## config.mk

```make
export PLATFORM = sky130hd
export DESIGN_NAME = wsd_queue
export DESIGN_NICKNAME = d
export VERILOG_FILES = /design/src/rtl/wsd_pkg.sv /design/src/rtl/wsd_queue.sv
export SDC_FILE = /design/constraint.sdc
export NUM_CORES = 1
export LEC_CHECK = 0
export BUFFER_PORTS_ARGS = -buffer_cell sky130_fd_sc_hd__buf_2
export CELL_PAD_IN_SITES_DETAIL_PLACEMENT = 1
export CELL_PAD_IN_SITES_GLOBAL_PLACEMENT = 2
export CORE_ASPECT_RATIO = 1.1
export CORE_MARGIN = 3
export CORE_UTILIZATION = 40
export CTS_BUF_LIST = sky130_fd_sc_hd__clkbuf_4
export DETAILED_ROUTE_END_ITERATION = 8
export GPL_TIMING_DRIVEN = 1
export PLACE_DENSITY = 0.78
export SLEW_MARGIN = 20
export SYNTH_ARGS = -nofsm -noshare
export SYNTH_HDL_FRONTEND = slang
export SYNTH_SLANG_ARGS = --single-unit
export TNS_END_PERCENT = 10
```

## constraint.sdc

```tcl
create_clock -name clk -period 4.78 [get_ports clk]
set_input_delay 0.956 -clock clk [delete_from_list [all_inputs] [get_ports clk]]
set_output_delay 0.956 -clock clk [all_outputs]
set_load 0.005 [all_outputs]
```

## src/rtl/wsd_pkg.sv

```systemverilog
// shared types and constants for the work-stealing deque scheduler
package wsd_pkg;

    localparam int CORES       = 4;
    localparam int DEPTH       = 128;
    localparam int CORE_W      = 2;
    localparam int IDX_W       = $clog2(DEPTH);
    localparam int ADDR_W      = CORE_W + IDX_W;
    localparam int MEM_DEPTH   = CORES * DEPTH;
    localparam int PID_W       = 16;
    localparam int WEIGHT_W    = 8;
    localparam int QCNT_W      = 7;
    localparam int TAKEN_W     = 16;
    localparam int QUEUE_DEPTH = 2;
    localparam int QPTR_W      = $clog2(QUEUE_DEPTH);
    localparam int QCNT_FIFO_W = $clog2(QUEUE_DEPTH + 1);

    localparam logic [1:0] MODE_ENQ_BACK  = 2'd0;
    localparam logic [1:0] MODE_ENQ_FRONT = 2'd1;
    localparam logic [1:0] MODE_TAKE      = 2'd2;

    typedef enum logic [1:0] {
        ST_OK    = 2'd0,
        ST_FULL  = 2'd1,
        ST_EMPTY = 2'd2
    } status_t;

    typedef logic [IDX_W-1:0]  idx_t;
    typedef logic [ADDR_W-1:0] addr_t;

    typedef struct packed {
        logic [PID_W-1:0]    pid;
        logic [WEIGHT_W-1:0] weight;
    } job_t;

    typedef struct packed {
        logic [1:0]          mode;
        logic [CORE_W-1:0]   core;
        logic [PID_W-1:0]    new_pid;
        logic [WEIGHT_W-1:0] new_weight;
    } req_t;

    typedef struct packed {
        status_t             status;
        logic [PID_W-1:0]    job_pid;
        logic [WEIGHT_W-1:0] job_weight;
        logic [CORE_W-1:0]   from_core;
        logic                stolen;
        logic [QCNT_W-1:0]   queue_count;
        logic [TAKEN_W-1:0]  taken_count;
    } rsp_t;

    // one store access plus the answer fields worked out by the front end
    typedef struct packed {
        logic               wr;
        logic               rd;
        addr_t              addr;
        job_t               data;
        status_t            status;
        logic [CORE_W-1:0]  from_core;
        logic               stolen;
        logic [QCNT_W-1:0]  queue_count;
        logic [TAKEN_W-1:0] taken_count;
    } op_t;

endpackage

```

## src/rtl/wsd_queue.sv

```systemverilog
// short in-order queue of store operations between front and back ends
module wsd_queue (
    input  logic         clk,
    input  logic         rst_n,
    input  logic         push_valid,
    output logic         push_ready,
    input  wsd_pkg::op_t push_op,
    output logic         pop_valid,
    input  logic         pop_ready,
    output wsd_pkg::op_t pop_op
);
    import wsd_pkg::*;

    op_t                    slot_reg [QUEUE_DEPTH];
    logic [QPTR_W-1:0]      wr_ptr_reg;
    logic [QPTR_W-1:0]      rd_ptr_reg;
    logic [QCNT_FIFO_W-1:0] count_reg;
    logic [QCNT_FIFO_W-1:0] count_next;
    logic                   do_push;
    logic                   do_pop;

    assign push_ready = (count_reg < QCNT_FIFO_W'(QUEUE_DEPTH));
    assign pop_valid  = (count_reg != '0);
    assign pop_op     = slot_reg[rd_ptr_reg];
    assign do_push    = push_valid && push_ready;
    assign do_pop     = pop_valid && pop_ready;

    always_comb
    begin
        count_next = count_reg;
        if (do_push && !do_pop)
        begin
            count_next = count_reg + QCNT_FIFO_W'(1);
        end
        else if (do_pop && !do_push)
        begin
            count_next = count_reg - QCNT_FIFO_W'(1);
        end
    end

    always_ff @(posedge clk)
    begin
        if (do_push)
        begin
            slot_reg[wr_ptr_reg] <= push_op;
        end
    end

    always_ff @(posedge clk or negedge rst_n)
    begin
        if (!rst_n)
        begin
            wr_ptr_reg <= '0;
            rd_ptr_reg <= '0;
            count_reg  <= '0;
        end
        else
        begin
            if (do_push)
            begin
                wr_ptr_reg <= (32'(wr_ptr_reg) == QUEUE_DEPTH - 1)
                              ? '0 : wr_ptr_reg + QPTR_W'(1);
            end
            if (do_pop)
            begin
                rd_ptr_reg <= (32'(rd_ptr_reg) == QUEUE_DEPTH - 1)
                              ? '0 : rd_ptr_reg + QPTR_W'(1);
            end
            count_reg <= count_next;
        end
    end

endmodule

```

[Word level (Yosys, flattened, before mapping)]
Memories as Yosys holds them, arrays and structs flattened.
Index checks and enable logic that the tools add are counted.
Word-level totals
  input bits: 67
  output and inout port bits: 65
  bits in writable memories: 126
  register bits after elaboration: 4
  memories kept: 1
  word-level logic and storage cells: 23
Operators by class
  reduce and logical (&&, ||, !) cells: 8
  mux-type cells: 6
  magnitude comparators: 1
  add/sub/neg operators: 4
Memories
  slot_reg: depth 2, width 63, rd ports 1, clocked after memory_dff 0, wr ports 1, line wsd_queue.sv:14  | op_t slot_reg [QUEUE_DEPTH];
Operators with widths (number)
  logical AND 1 bit: 4
  two-way mux 1 bit: 4
  two-way mux 2 bit: 2
  nonzero test 2 bit: 2
  adder 1 bit (second input constant): 2
  adder 2 x 1 -> 2 bit (second input constant): 1
  logical NOT 1 bit: 2
  less-than comparator 2 bit (second input constant): 1
  subtractor 2 x 1 -> 2 bit (second input constant): 1

[Logic depth before layout (Yosys ltp)]
  depth after elaboration: 6
  gate-level depth with buffers: 6
  depth with buffers taken out: 6

[Worst setup path after synthesis]
OpenSTA, ideal clock, no wires.
  path kind: input -> register
  start: in push_valid
  end: mem slot_reg[0][0] (netlist name), enable pin
  slack: 0.256 ns
  arrival time: 4.033 ns
  stages on the path: 2
  setup time: 0.492 ns
  data required time: 4.288 ns
  cell sequence: nor2b_1 > nor2b_1
On the way
  cells in the longest elaborated chain, start to end: 3
Ends and longest elaborated chain
  start: declaration: line wsd_queue.sv:5  | input logic push_valid,
  logical AND 1 bit: line wsd_queue.sv:25  | assign do_push = push_valid && push_ready;
  two-way mux 1 bit: line wsd_queue.sv:43  | if (do_push)
  two-way mux 1 bit (implied by the code): line wsd_queue.sv:45  | slot_reg[wr_ptr_reg] <= push_op;
  end: declaration: line wsd_queue.sv:14
No other way between the ends.

==> key figures <==
Die
  – Core area: 12200 µm²
  – Cell Rows: 42
  – Starting Density: 41.3%
  – Die extent in x: 113 µm
  – Num ports: 132
  – Die Ht: 124 µm
  – Die area: 14000 µm²

Detailed routing
  – Iter 0 DRT Violations: 92
  – Routed wl met2: 4670 µm
  – Via total after detailed routing: 2423
  – Top Layer Used: met4
  – Final WL: 8860 µm
  – Post-DRT Antenna Nets: 0
  – DRC: 0
  – Via-to-Cell Ratio: 4.62
  – Metal3 WL: 641 µm
  – Routed len/inst: 16.9 µm
  – Met1 WL: 3460 µm
  – First-pass detailed-route iteration total: 4

Worst setup path
  – Cell depth of the worst setup path: 3
  – WP data required: 3820 ps
  – Reg2reg end: slot_reg[0][16]
  – Cell family with most CP delay: flip-flops
  – CP max FO: 55
  – Worst Path Buf+Inv: 2
  – CP Class: register to output port
  – FF-to-FF Start: count_reg[1]
  – Crit-path max cell delay: 1130 ps
  – Flop-to-flop setup slack: 2710 ps
  – Nature of the critical path endpoint: output port
  – Path depth of the worst reg2reg path: 3
  – CP Launch Type: register
  – CP max stage cell: dfrtp_4
  – Worst setup startpoint: rd_ptr_reg
  – CP arrival: 2460 ps
  – Crit path cell chain: buf_4 > mux2_4 > buf_2

Synthesis
  – Syn_nets: 281
  – Mapped cell area: 5040 µm²
  – Top post-synthesis cells by area: edfxtp_1 (75%), mux2_4 (18%), buf_12 (2.4%)
  – Syn_area_per_cell: 23.7 µm²
  – Post-Synth Simple-Gate Area: 0.646%
  – Yosys reg bits: 130
  – Sequential fraction of the synthesis area: 77.1%
  – Main combinational cell family by area after synthesis: multiplexers
  – XOR/XNOR Fraction of Synth Area: 0.869%
  – Yosys top cell area share: 75.1%
  – Syn Inst Count: 213
  – Synth area leader: edfxtp_1
  – Compound-Gate Fraction of Synth Area: 0%
  – Synth cell types: 15
  – Synth warn: 0
  – Mux cell area share after synthesis: 18.5%
  – Area share of fa/ha/maj cells after synthesis: 0.248%

Pwr
  – Worst IR Drop VDD: 312 µV
  – Pleak: 2.40 nW
  – Power Density: 538 nW/µm²

GRT
  – Total global-route track usage: 13.3%
  – Initial antenna violation count: 0
  – Number of global-route vias before repair: 2717
  – First-pass GRT wire length: 13700 µm
  – Congestion Overflow GR: 0
  – Largest net degree at the start of global routing: 64

Clock network
  – Post-CTS Resized: 0
  – Setup Buffers After CTS: 0
  – CTS root buf: clkbuf_4
  – Worst-skew pair later-pin latency: 500 ps
  – Max H-tree Level: 4
  – CTS Buf Count: 17
  – Clk pin slew, worst setup/hold paths: 110 ps
  – CTS tree: built
  – # clock sinks: 130
  – CTS Hold Bufs: 0
  – CTS max path bufs: 2

STA
  – Max Clk Rate: 0.293 GHz
  – RSZ-0062 raised after global routing: no
  – Rel. slew slack: 31.3%
  – Period utilization: 71.5%
  – Final Hold Fails: 0
  – # setup viols final: 0
  – Worst-margin pin slew: 1030 ps
  – Max Slew Vio Count: 0
  – Setup_tns: 0 ps
  – Fin Clk Skew: 12.6 ps
  – Min Clock Period, post-route: 3420 ps

Worst hold path
  – Worst hold path type: input pin to async pin

Finish
  – Finished Core Util: 49.6%
  – Largest register FFs: 126
  – Final Net Count: 426
  – ANT cells: 0
  – Area Overhead vs Synth: 20.0%
  – Proportion of layout cells with a drive suffix above 1: 61.7%

Placement
  – GP Congestion: 0.686
  – I/O Buffers: 131
  – HPWL after DPL: 6000 µm

Job
  – Total of max-cap violations: 0

Outcome
  – Status: finished, final reports clean
[how the worst max path moves through the flow]
stage                     end
2_1_floorplan  slot_reg[0][0]
3_3_place_gp        pop_op[8]
3_5_place_dp        pop_op[5]
4_1_cts             pop_op[5]
5_1_grt             pop_op[4]
6_report            pop_op[5]
[power breakdown]
group	leakage, nW	total (mW)	internal, mW	switching (mW)
logic	1.08	0.927	0.581	0.346
clock network	0.125	0.649	0.259	0.389
registers	1.20	1.68	1.50	0.185
[layer usage]
layer,up-vias,global-route usage [%]
li1,1136,-
met1,1193,13.9
met2,86,23.5
met3,8,5.64
met4,0,5.63
met5,-,0
[worst reg2reg max path, stage by stage (launching register included)]
cell,delay (ps)
dfrtp_1,410
nor2b_1,300
nor2b_4,700
buf_12,320
[final cells by class]
| class | instances | area (µm²) |
|---|---|---|
| clock buffer | 18 | 135 |
| clock inverter | 14 | 116 |
| fill | 1198 | 6140 |
| inverter | 1 | 3.75 |
| multi-input combinational | 75 | 1030 |
| sequential | 130 | 3890 |
| tap | 154 | 193 |
| timing repair buffer | 133 | 683 |
[cells in the final DEF (no fill, tap or decap), types with 2 or more instances in the layout]
master      instances
mux2_4             59
clkinv_2            3
xnor2_1             3
dfrtp_1             3
xor2_1              2
edfxtp_1          126
clkbuf_4           18
mux2_2              4
clkinv_4            2
clkinvlp_4          5
buf_2             131
clkinv_1            2
[metrics by stage]
stage               power (mW)  setup WS [ps]  hold slack [ps]  cell area, µm²  cells
CTS                       3.33           1240              183            6050    525
detailed placement        2.67           1840              514            5800    493
global route              3.46           1150              156            6050    525
finish                    3.26           1360              241            6050    525
global placement          2.64           1870              495            5800    493
floorplan                 2.38            256              455            5040    213
[synthesized netlist by cell type]
cell type  count
mux2_4        59
buf_12         6
buf_6          1
xor2_1         2
nor2_1         1
dfrtp_1        4
nand2_1        1
nor2b_1        2
mux2_2         4
inv_1          1
ha_1           1
edfxtp_1     126
and2_1         1
or2_1          1
xnor2_1        3
[cell families (layout without fill, tap and decap cells)]
logic type    Yosys count  in the layout
mux                    63             63
simple gates            6              6
buf+inv                 8            166
xor+xnor                5              5
flops                 130            130
fa+ha+maj               1              1
No activity file was read; power rests on OpenSTA's default activity.
