**config.mk**
```make
export PLATFORM = sky130hd
export DESIGN_NAME = wsd_front
export DESIGN_NICKNAME = d
export VERILOG_FILES = /design/src/rtl/wsd_pkg.sv /design/src/rtl/wsd_front.sv
export SDC_FILE = /design/constraint.sdc
export NUM_CORES = 1
export LEC_CHECK = 0
export BUFFER_PORTS_ARGS = -buffer_cell sky130_fd_sc_hd__buf_2
export CAP_MARGIN = 30
export CORE_MARGIN = 1.5
export CORE_UTILIZATION = 60
export DETAILED_ROUTE_END_ITERATION = 8
export PLACE_DENSITY = 0.89
export SYNTH_ARGS = -nofsm -noshare
export SYNTH_HDL_FRONTEND = slang
export SYNTH_SLANG_ARGS = --single-unit
```
**constraint.sdc**
```tcl
create_clock -name clk -period 11.9 [get_ports clk]
set_clock_uncertainty 0.1 [all_clocks]
set_input_delay 3.57 -clock clk [delete_from_list [all_inputs] [get_ports clk]]
set_output_delay 3.57 -clock clk [all_outputs]
set_load 0.01 [all_outputs]
```
**src/rtl/wsd_pkg.sv**
```systemverilog
// shared types and constants for the work-stealing deque scheduler
package wsd_pkg;

    localparam int CORES       = 4;
    localparam int DEPTH       = 128;
    localparam int CORE_W      = 2;
    localparam int IDX_W       = $clog2(DEPTH);
    localparam int ADDR_W      = CORE_W + IDX_W;
    localparam int MEM_DEPTH   = CORES * DEPTH;
    localparam int PID_W       = 16;
    localparam int WEIGHT_W    = 8;
    localparam int QCNT_W      = 7;
    localparam int TAKEN_W     = 16;
    localparam int QUEUE_DEPTH = 2;
    localparam int QPTR_W      = $clog2(QUEUE_DEPTH);
    localparam int QCNT_FIFO_W = $clog2(QUEUE_DEPTH + 1);

    localparam logic [1:0] MODE_ENQ_BACK  = 2'd0;
    localparam logic [1:0] MODE_ENQ_FRONT = 2'd1;
    localparam logic [1:0] MODE_TAKE      = 2'd2;

    typedef enum logic [1:0] {
        ST_OK    = 2'd0,
        ST_FULL  = 2'd1,
        ST_EMPTY = 2'd2
    } status_t;

    typedef logic [IDX_W-1:0]  idx_t;
    typedef logic [ADDR_W-1:0] addr_t;

    typedef struct packed {
        logic [PID_W-1:0]    pid;
        logic [WEIGHT_W-1:0] weight;
    } job_t;

    typedef struct packed {
        logic [1:0]          mode;
        logic [CORE_W-1:0]   core;
        logic [PID_W-1:0]    new_pid;
        logic [WEIGHT_W-1:0] new_weight;
    } req_t;

    typedef struct packed {
        status_t             status;
        logic [PID_W-1:0]    job_pid;
        logic [WEIGHT_W-1:0] job_weight;
        logic [CORE_W-1:0]   from_core;
        logic                stolen;
        logic [QCNT_W-1:0]   queue_count;
        logic [TAKEN_W-1:0]  taken_count;
    } rsp_t;

    // one store access plus the answer fields worked out by the front end
    typedef struct packed {
        logic               wr;
        logic               rd;
        addr_t              addr;
        job_t               data;
        status_t            status;
        logic [CORE_W-1:0]  from_core;
        logic               stolen;
        logic [QCNT_W-1:0]  queue_count;
        logic [TAKEN_W-1:0] taken_count;
    } op_t;

endpackage

```
**src/rtl/wsd_front.sv**
```systemverilog
// front end: ring pointers, completed-job counts, steal pick and request classification
module wsd_front (
    input  logic          clk,
    input  logic          rst_n,
    input  logic          req_valid,
    output logic          req_ready,
    input  wsd_pkg::req_t req,
    output logic          push_valid,
    input  logic          push_ready,
    output wsd_pkg::op_t  push_op
);
    import wsd_pkg::*;

    idx_t               head_reg  [CORES];
    idx_t               tail_reg  [CORES];
    logic [TAKEN_W-1:0] done_reg  [CORES];
    idx_t               head_next [CORES];
    idx_t               tail_next [CORES];
    logic [TAKEN_W-1:0] done_next [CORES];

    logic [CORES-1:0]  empty_vec;
    logic              found;
    logic [CORE_W-1:0] pick_idx;
    logic              core_ok;
    logic              accept;
    idx_t              head_c;
    idx_t              tail_c;
    logic              full_c;
    op_t               op;

    assign req_ready  = push_ready;
    assign accept     = req_valid && push_ready;
    assign push_valid = req_valid;
    assign push_op    = op;
    assign core_ok    = ({1'b0, req.core} < (CORE_W + 1)'(CORES));

    always_comb
    begin
        for (int i = 0; i < CORES; i++)
        begin
            empty_vec[i] = (head_reg[i] == tail_reg[i]);
        end
        // lowest-numbered non-empty deque
        found    = 1'b0;
        pick_idx = '0;
        for (int i = 0; i < CORES; i++)
        begin
            if (!found && !empty_vec[i])
            begin
                found    = 1'b1;
                pick_idx = CORE_W'(i);
            end
        end
    end

    always_comb
    begin
        head_next = head_reg;
        tail_next = tail_reg;
        done_next = done_reg;
        head_c    = head_reg[req.core];
        tail_c    = tail_reg[req.core];
        full_c    = (head_c == tail_c + idx_t'(1));
        op        = '0;
        op.status = ST_OK;
        if (!core_ok)
        begin
            op.status = (req.mode == MODE_ENQ_BACK || req.mode == MODE_ENQ_FRONT)
                        ? ST_FULL : ST_EMPTY;
        end
        else
        begin
            unique case (req.mode)
                MODE_ENQ_BACK:
                begin
                    if (full_c)
                    begin
                        op.status = ST_FULL;
                    end
                    else
                    begin
                        tail_next[req.core] = tail_c + idx_t'(1);
                        op.wr   = 1'b1;
                        op.addr = {req.core, tail_c + idx_t'(1)};
                    end
                end
                MODE_ENQ_FRONT:
                begin
                    if (full_c)
                    begin
                        op.status = ST_FULL;
                    end
                    else
                    begin
                        head_next[req.core] = head_c - idx_t'(1);
                        op.wr   = 1'b1;
                        op.addr = {req.core, head_c};
                    end
                end
                default:
                begin
                    if (!empty_vec[req.core])
                    begin
                        head_next[req.core] = head_c + idx_t'(1);
                        done_next[req.core] = done_reg[req.core] + TAKEN_W'(1);
                        op.rd        = 1'b1;
                        op.addr      = {req.core, head_c + idx_t'(1)};
                        op.from_core = req.core;
                    end
                    else if (found)
                    begin
                        tail_next[pick_idx] = tail_reg[pick_idx] - idx_t'(1);
                        done_next[req.core] = done_reg[req.core] + TAKEN_W'(1);
                        op.rd        = 1'b1;
                        op.addr      = {pick_idx, tail_reg[pick_idx]};
                        op.from_core = pick_idx;
                        op.stolen    = 1'b1;
                    end
                    else
                    begin
                        op.status = ST_EMPTY;
                    end
                end
            endcase
            op.queue_count = QCNT_W'(tail_next[req.core] - head_next[req.core]);
            op.taken_count = done_next[req.core];
        end
        op.data.pid    = req.new_pid;
        op.data.weight = req.new_weight;
    end

    always_ff @(posedge clk or negedge rst_n)
    begin
        if (!rst_n)
        begin
            for (int i = 0; i < CORES; i++)
            begin
                head_reg[i] <= '0;
                tail_reg[i] <= '0;
                done_reg[i] <= '0;
            end
        end
        else if (accept)
        begin
            head_reg <= head_next;
            tail_reg <= tail_next;
            done_reg <= done_next;
        end
    end

endmodule

```
After elaboration in Yosys (flattened, before gate mapping). Cells that the tools add are included.

$add $sub $neg: 6. Multiply operators: 0. Div/mod/pow operators: 0. Magnitude comparators: 5. Equality and inequality tests: 6. Shift-type cells: 0. Muxes and demuxes: 67. Bitwise operators: 2. Reductions and logical operators: 13.

Operators with widths (count): 2-to-1 mux 64 bit (3); 2-to-1 mux 28 bit (5); bitwise mux 28 bit (4); case mux 28 bit (2 select lines) (2); 2-to-1 mux 7 bit (12); 2-to-1 mux 16 bit (5); binary-select mux 7 bit (select 2 bit) (5); binary-select mux 16 bit (select 2 bit) (2); bitwise mux 64 bit (1); == test 7 bit (5); demux 16 bit (select 2 bit) (1); demux 7 bit (select 2 bit) (2); 2-to-1 mux 10 bit (2); 2-to-1 mux 9 bit (2); case mux 9 bit (2 select lines) (1); adder 16 x 1 -> 16 bit, second input constant (1); adder 7 x 1 -> 7 bit, second input constant (2); subtractor 7 x 1 -> 7 bit, second input constant (2); 2-to-1 mux 2 bit (6); 2-to-1 mux 1 bit (11); subtractor 7 bit (1); >= comparator 3 bit, second input constant (2); logical AND 1 bit (6); less-than comparator 3 x 1 -> 1 bit, second input constant (2); 8 further kinds (14).

Register bits: 120. Latch bits: 0. Bits in writable memories: 0. Memory bits (read-only): 0. Input port bits: 32. Output and inout bits: 65. Word-level logic and storage cells: 111. Memories kept: 0.

Logic depth before layout (Yosys ltp).
Depth in word-level cells: 23. Mapped depth: 24. Mapped depth without buffers: 21.

Least setup slack after synthesis. Ideal clock, no wire load.

Path kind: input port to output port. Start: in req[24] (netlist name). End: out push_op[22] (netlist name). Arrival time: 8.056 ns. Required time: 8.230 ns. Path slack: 0.174 ns. Stages on the path: 22. Path buffers: 3. Cell sequence: buf_6 buf_6 mux4_2 ha_1 xnor2_4 xor2_1 nand3_1 nor4_4 nor2_1 buf_2 a21oi_1 a21oi_1 mux4_2 ha_1 fa_1 nor2b_1 o21ai_0 nand2b_1 a21o_1 a21oi_1 xor2_1 xnor2_1.

RTL lines: from (decl) (RTL line wsd_front.sv:7) `input wsd_pkg::req_t req,`; to (decl) (RTL line wsd_front.sv:10) `output wsd_pkg::op_t push_op`.

==> metrics.yaml <==
finish:
  largest_reg_flops: 64
  diodes: 0
  area_growth_pct: 18.0
  fin_util_pct: 73.3
  layout_commonest_cell: "nand2_1"
  drive_gt1_share_pct: 23.8
  nNetsFinal: 1212
  final_cell_mix: "nand2_1, nor2_1, dfrtp_1, buf_4, a21oi_1"
  nFillCells: 1100
setup_path:
  reg2reg_slack_ns: 7.24
  cp-start-kind: "input pin"
  criticalPathCategory: "in2out"
  worst_setup_path_end_kind: "output port"
  rr_endpoint: "tail_reg[27]"
  required_ns: 8.23
  path_max_fanout: 6
  cp.arrival_ns: 8.18
  r2r_cells: 14
  timing.rr.start: "head_reg[15]"
yosys:
  yosysTopAreaCell: "dfrtp_1"
  synth-edff-count: 0
  synth_xor_area_share_pct: 10.1
  ys_warn_count: 0
  synth_area_mm2: 0.00912
  synth_ff_type: "dfrtp_1"
  synth_nets: 1118
  muxShareOfSynthArea_pct: 10.3
  synth_cell_types: 77
  synth_top_family_by_area: "compound AO/OA/AOI/OAI gates"
  synth-simple-area-share_pct: 18.6
  synth_compound_area_share_pct: 20.2
  yosys.area_share.adder_pct: 1.73
  synthCells: 1074
  netlist.area_leader.share_pct: 32.9
  ys_seq_elements: 120
  synth-async-reset-ratio_pct: 100
  synthTopCellsByArea: "dfrtp_1, mux4_2, nand2_1, xnor2_1, nor2_1"
  yosysSeqAreaShare_pct: 32.9
  syn_area_per_cell_um2: 8.50
timing:
  fin_crit_ns: 11.85
  max_slew_margin_pct: 30.3
  post-route-period-util_pct: 99.5
  finalWorstSetupSlack_ns: 0.0537
  timing.fmax_ghz: 0.0844
  final-max-slew-violation-count: 0
  finalSetupTns_ns: 0
  worst_slew_pin_slew_ns: 1.04
  setup_viol: 0
  rsz0062_at_grt: "yes"
  hold_violations: 0
clock_tree:
  cts_tree: "built"
  cts_hold_buffers: 0
  clkTransAtPathRegs_ns: 0.06
  cts.sinks: 120
  cts_root_buf: "clkbuf_16"
  cts_htree_levels: 4
  insertion_delay_ns: 0.44
  cts_buffers: 17
  clockBufferDepth: 2
floorplanning:
  die_w_um: 126
  initial_core_util_pct: 62.1
  num_io_pins: 97
  die_area_mm2: 0.0160
  core_area_mm2: 0.0147
  fp.dieH_um: 126
  core.rowCount: 44
power:
  powerDensity_mw_per_mm2: 256
  ir_drop_v: 0.000157
  total_power_uw: 2750
  p_leak_uw: 0.00454
detailed_routing:
  wirelength_um: 35500
  vias_per_cell: 7.02
  drc_errors: 3
  ant_nets: 0
  wire_per_inst_um: 26.0
  vias: 9579
  drtIter0Drc: 1482
  first_pass_iters: 9
placement:
  gp_congestion: 1.04
  post-place-ws_ns: -0.153
  portBuffers: 48
  dp_hpwl_um: 25100
grt:
  grt_first_pass_wirelength_um: 54700
  grt_pass1_vias: 9365
  antenna_found_initial: 0
  gr-usage-all-layers_pct: 45.8
  grt_max_degree: 98
  overflow: 0
min_path:
  holdPathEnd: "done_reg[19]"
  worstHoldPathCells: 2
  hold_start: "done_reg[19]"
  min_path_type: "reg2reg"
run_status:
  violations: "design-rule violations"
  status: "finished with violations"
job:
  cap_violations: 0
[worst max-delay path by stage]
stage | startpoint | endpoint | slack [ns] | cells after the start
4_1_cts | req[24] | push_op[22] | 0.01 | 23
3_3_place_gp | req[24] | push_op[22] | -0.10 | 22
3_5_place_dp | req[24] | push_op[22] | -0.15 | 22
2_1_floorplan | req[24] | push_op[22] | 0.17 | 22
6_report | req[24] | push_op[22] | 0.05 | 24
5_1_grt | req[24] | push_op[22] | -0.08 | 24
[cell type report]
cell class	instances	area, um^2	area share [%]
Sequential cell	120	3000	27.9
Clock buffer	17	425	3.95
Timing Repair Buffer	171	1220	11.3
Multi-Input combinational cell	842	5690	52.8
Inverter	16	60.1	0.558
Tap cell	184	230	2.14
Clock inverter	14	143	1.32
[Yosys cell counts (7+ instances only)]
cell      number
clkbuf_1      52
nand3_1       28
nor3_1        19
a21oi_1       87
mux2i_1       10
a221oi_1       8
o22ai_1       13
dfrtp_1      120
mux4_2        32
xor2_1        36
and3_1         7
o221ai_1      15
a22oi_1       13
inv_1         16
ha_1          11
a21o_1         7
o21ai_0       88
nand2_1      156
xnor2_1       63
buf_4         28
mux2_2         8
a222oi_1       7
nor2_1       121
nand2b_1       8
[metal layers]
layer | vias up | share of wire [%] | global-route usage (%)
met5 | - | 0 | 0
met4 | 0 | 7.0 | 29.4
met3 | 188 | 13 | 11.6
met2 | 876 | 44 | 69.4
met1 | 4484 | 36 | 58.9
li1 | 4031 | - | -
[stage by stage]
| stage | cell area, um^2 | hold WS, ns | cells |
|---|---|---|---|
| 6_report | 10800 | 0.375 | 1364 |
| 4_1_cts | 10600 | 0.383 | 1356 |
| 2_1_floorplan | 9120 | 0.337 | 1074 |
| 5_1_grt | 10800 | 0.397 | 1364 |
| 3_3_place_gp | 9960 | 0.352 | 1321 |
| 3_5_place_dp | 9960 | 0.364 | 1321 |
[where the power goes]
part / leakage, uW / internal, uW / switching, uW
registers: 0.00148 / 552 / 202
logic: 0.00279 / 620 / 867
clock network: 0.000274 / 291 / 223
total: 0.00454 / 1460 / 1290
[worst max-delay path, stage by stage]
cell	delay [ns]
buf_8	0.10
buf_8	0.12
mux4_2	0.52
buf_6	0.15
xnor2_4	0.17
xor2_1	0.19
nand3_2	0.13
nor4_4	0.47
buf_4	0.24
buf_4	0.11
buf_4	0.10
nor3_1	0.06
o21a_1	0.22
o21ai_1	0.16
o22ai_1	0.13
or2_2	0.36
ha_1	0.32
o21ai_1	0.10
nand2b_1	0.10
a21o_1	0.18
a21oi_2	0.15
xor2_1	0.22
xnor2_1	0.15
buf_2	0.16
[timing repair]
action                                  in CTS  in global routing
endpoints found under the hold margin        0                  0
endpoints found under the setup margin       2                  2
buffers inserted                             4                  7
resized for setup                           16                 16
pin swaps                                    8                 13
[logic make-up after synthesis]
logic type	count (synthesis)
adders and majority gates	12
AOI/OAI and AO/OA	292
muxes	52
DFF	120
xor gates and xnor gates	101
and+or+nand+nor	385
buffers and inverters	112
No activity file was read; power rests on OpenSTA's default activity.
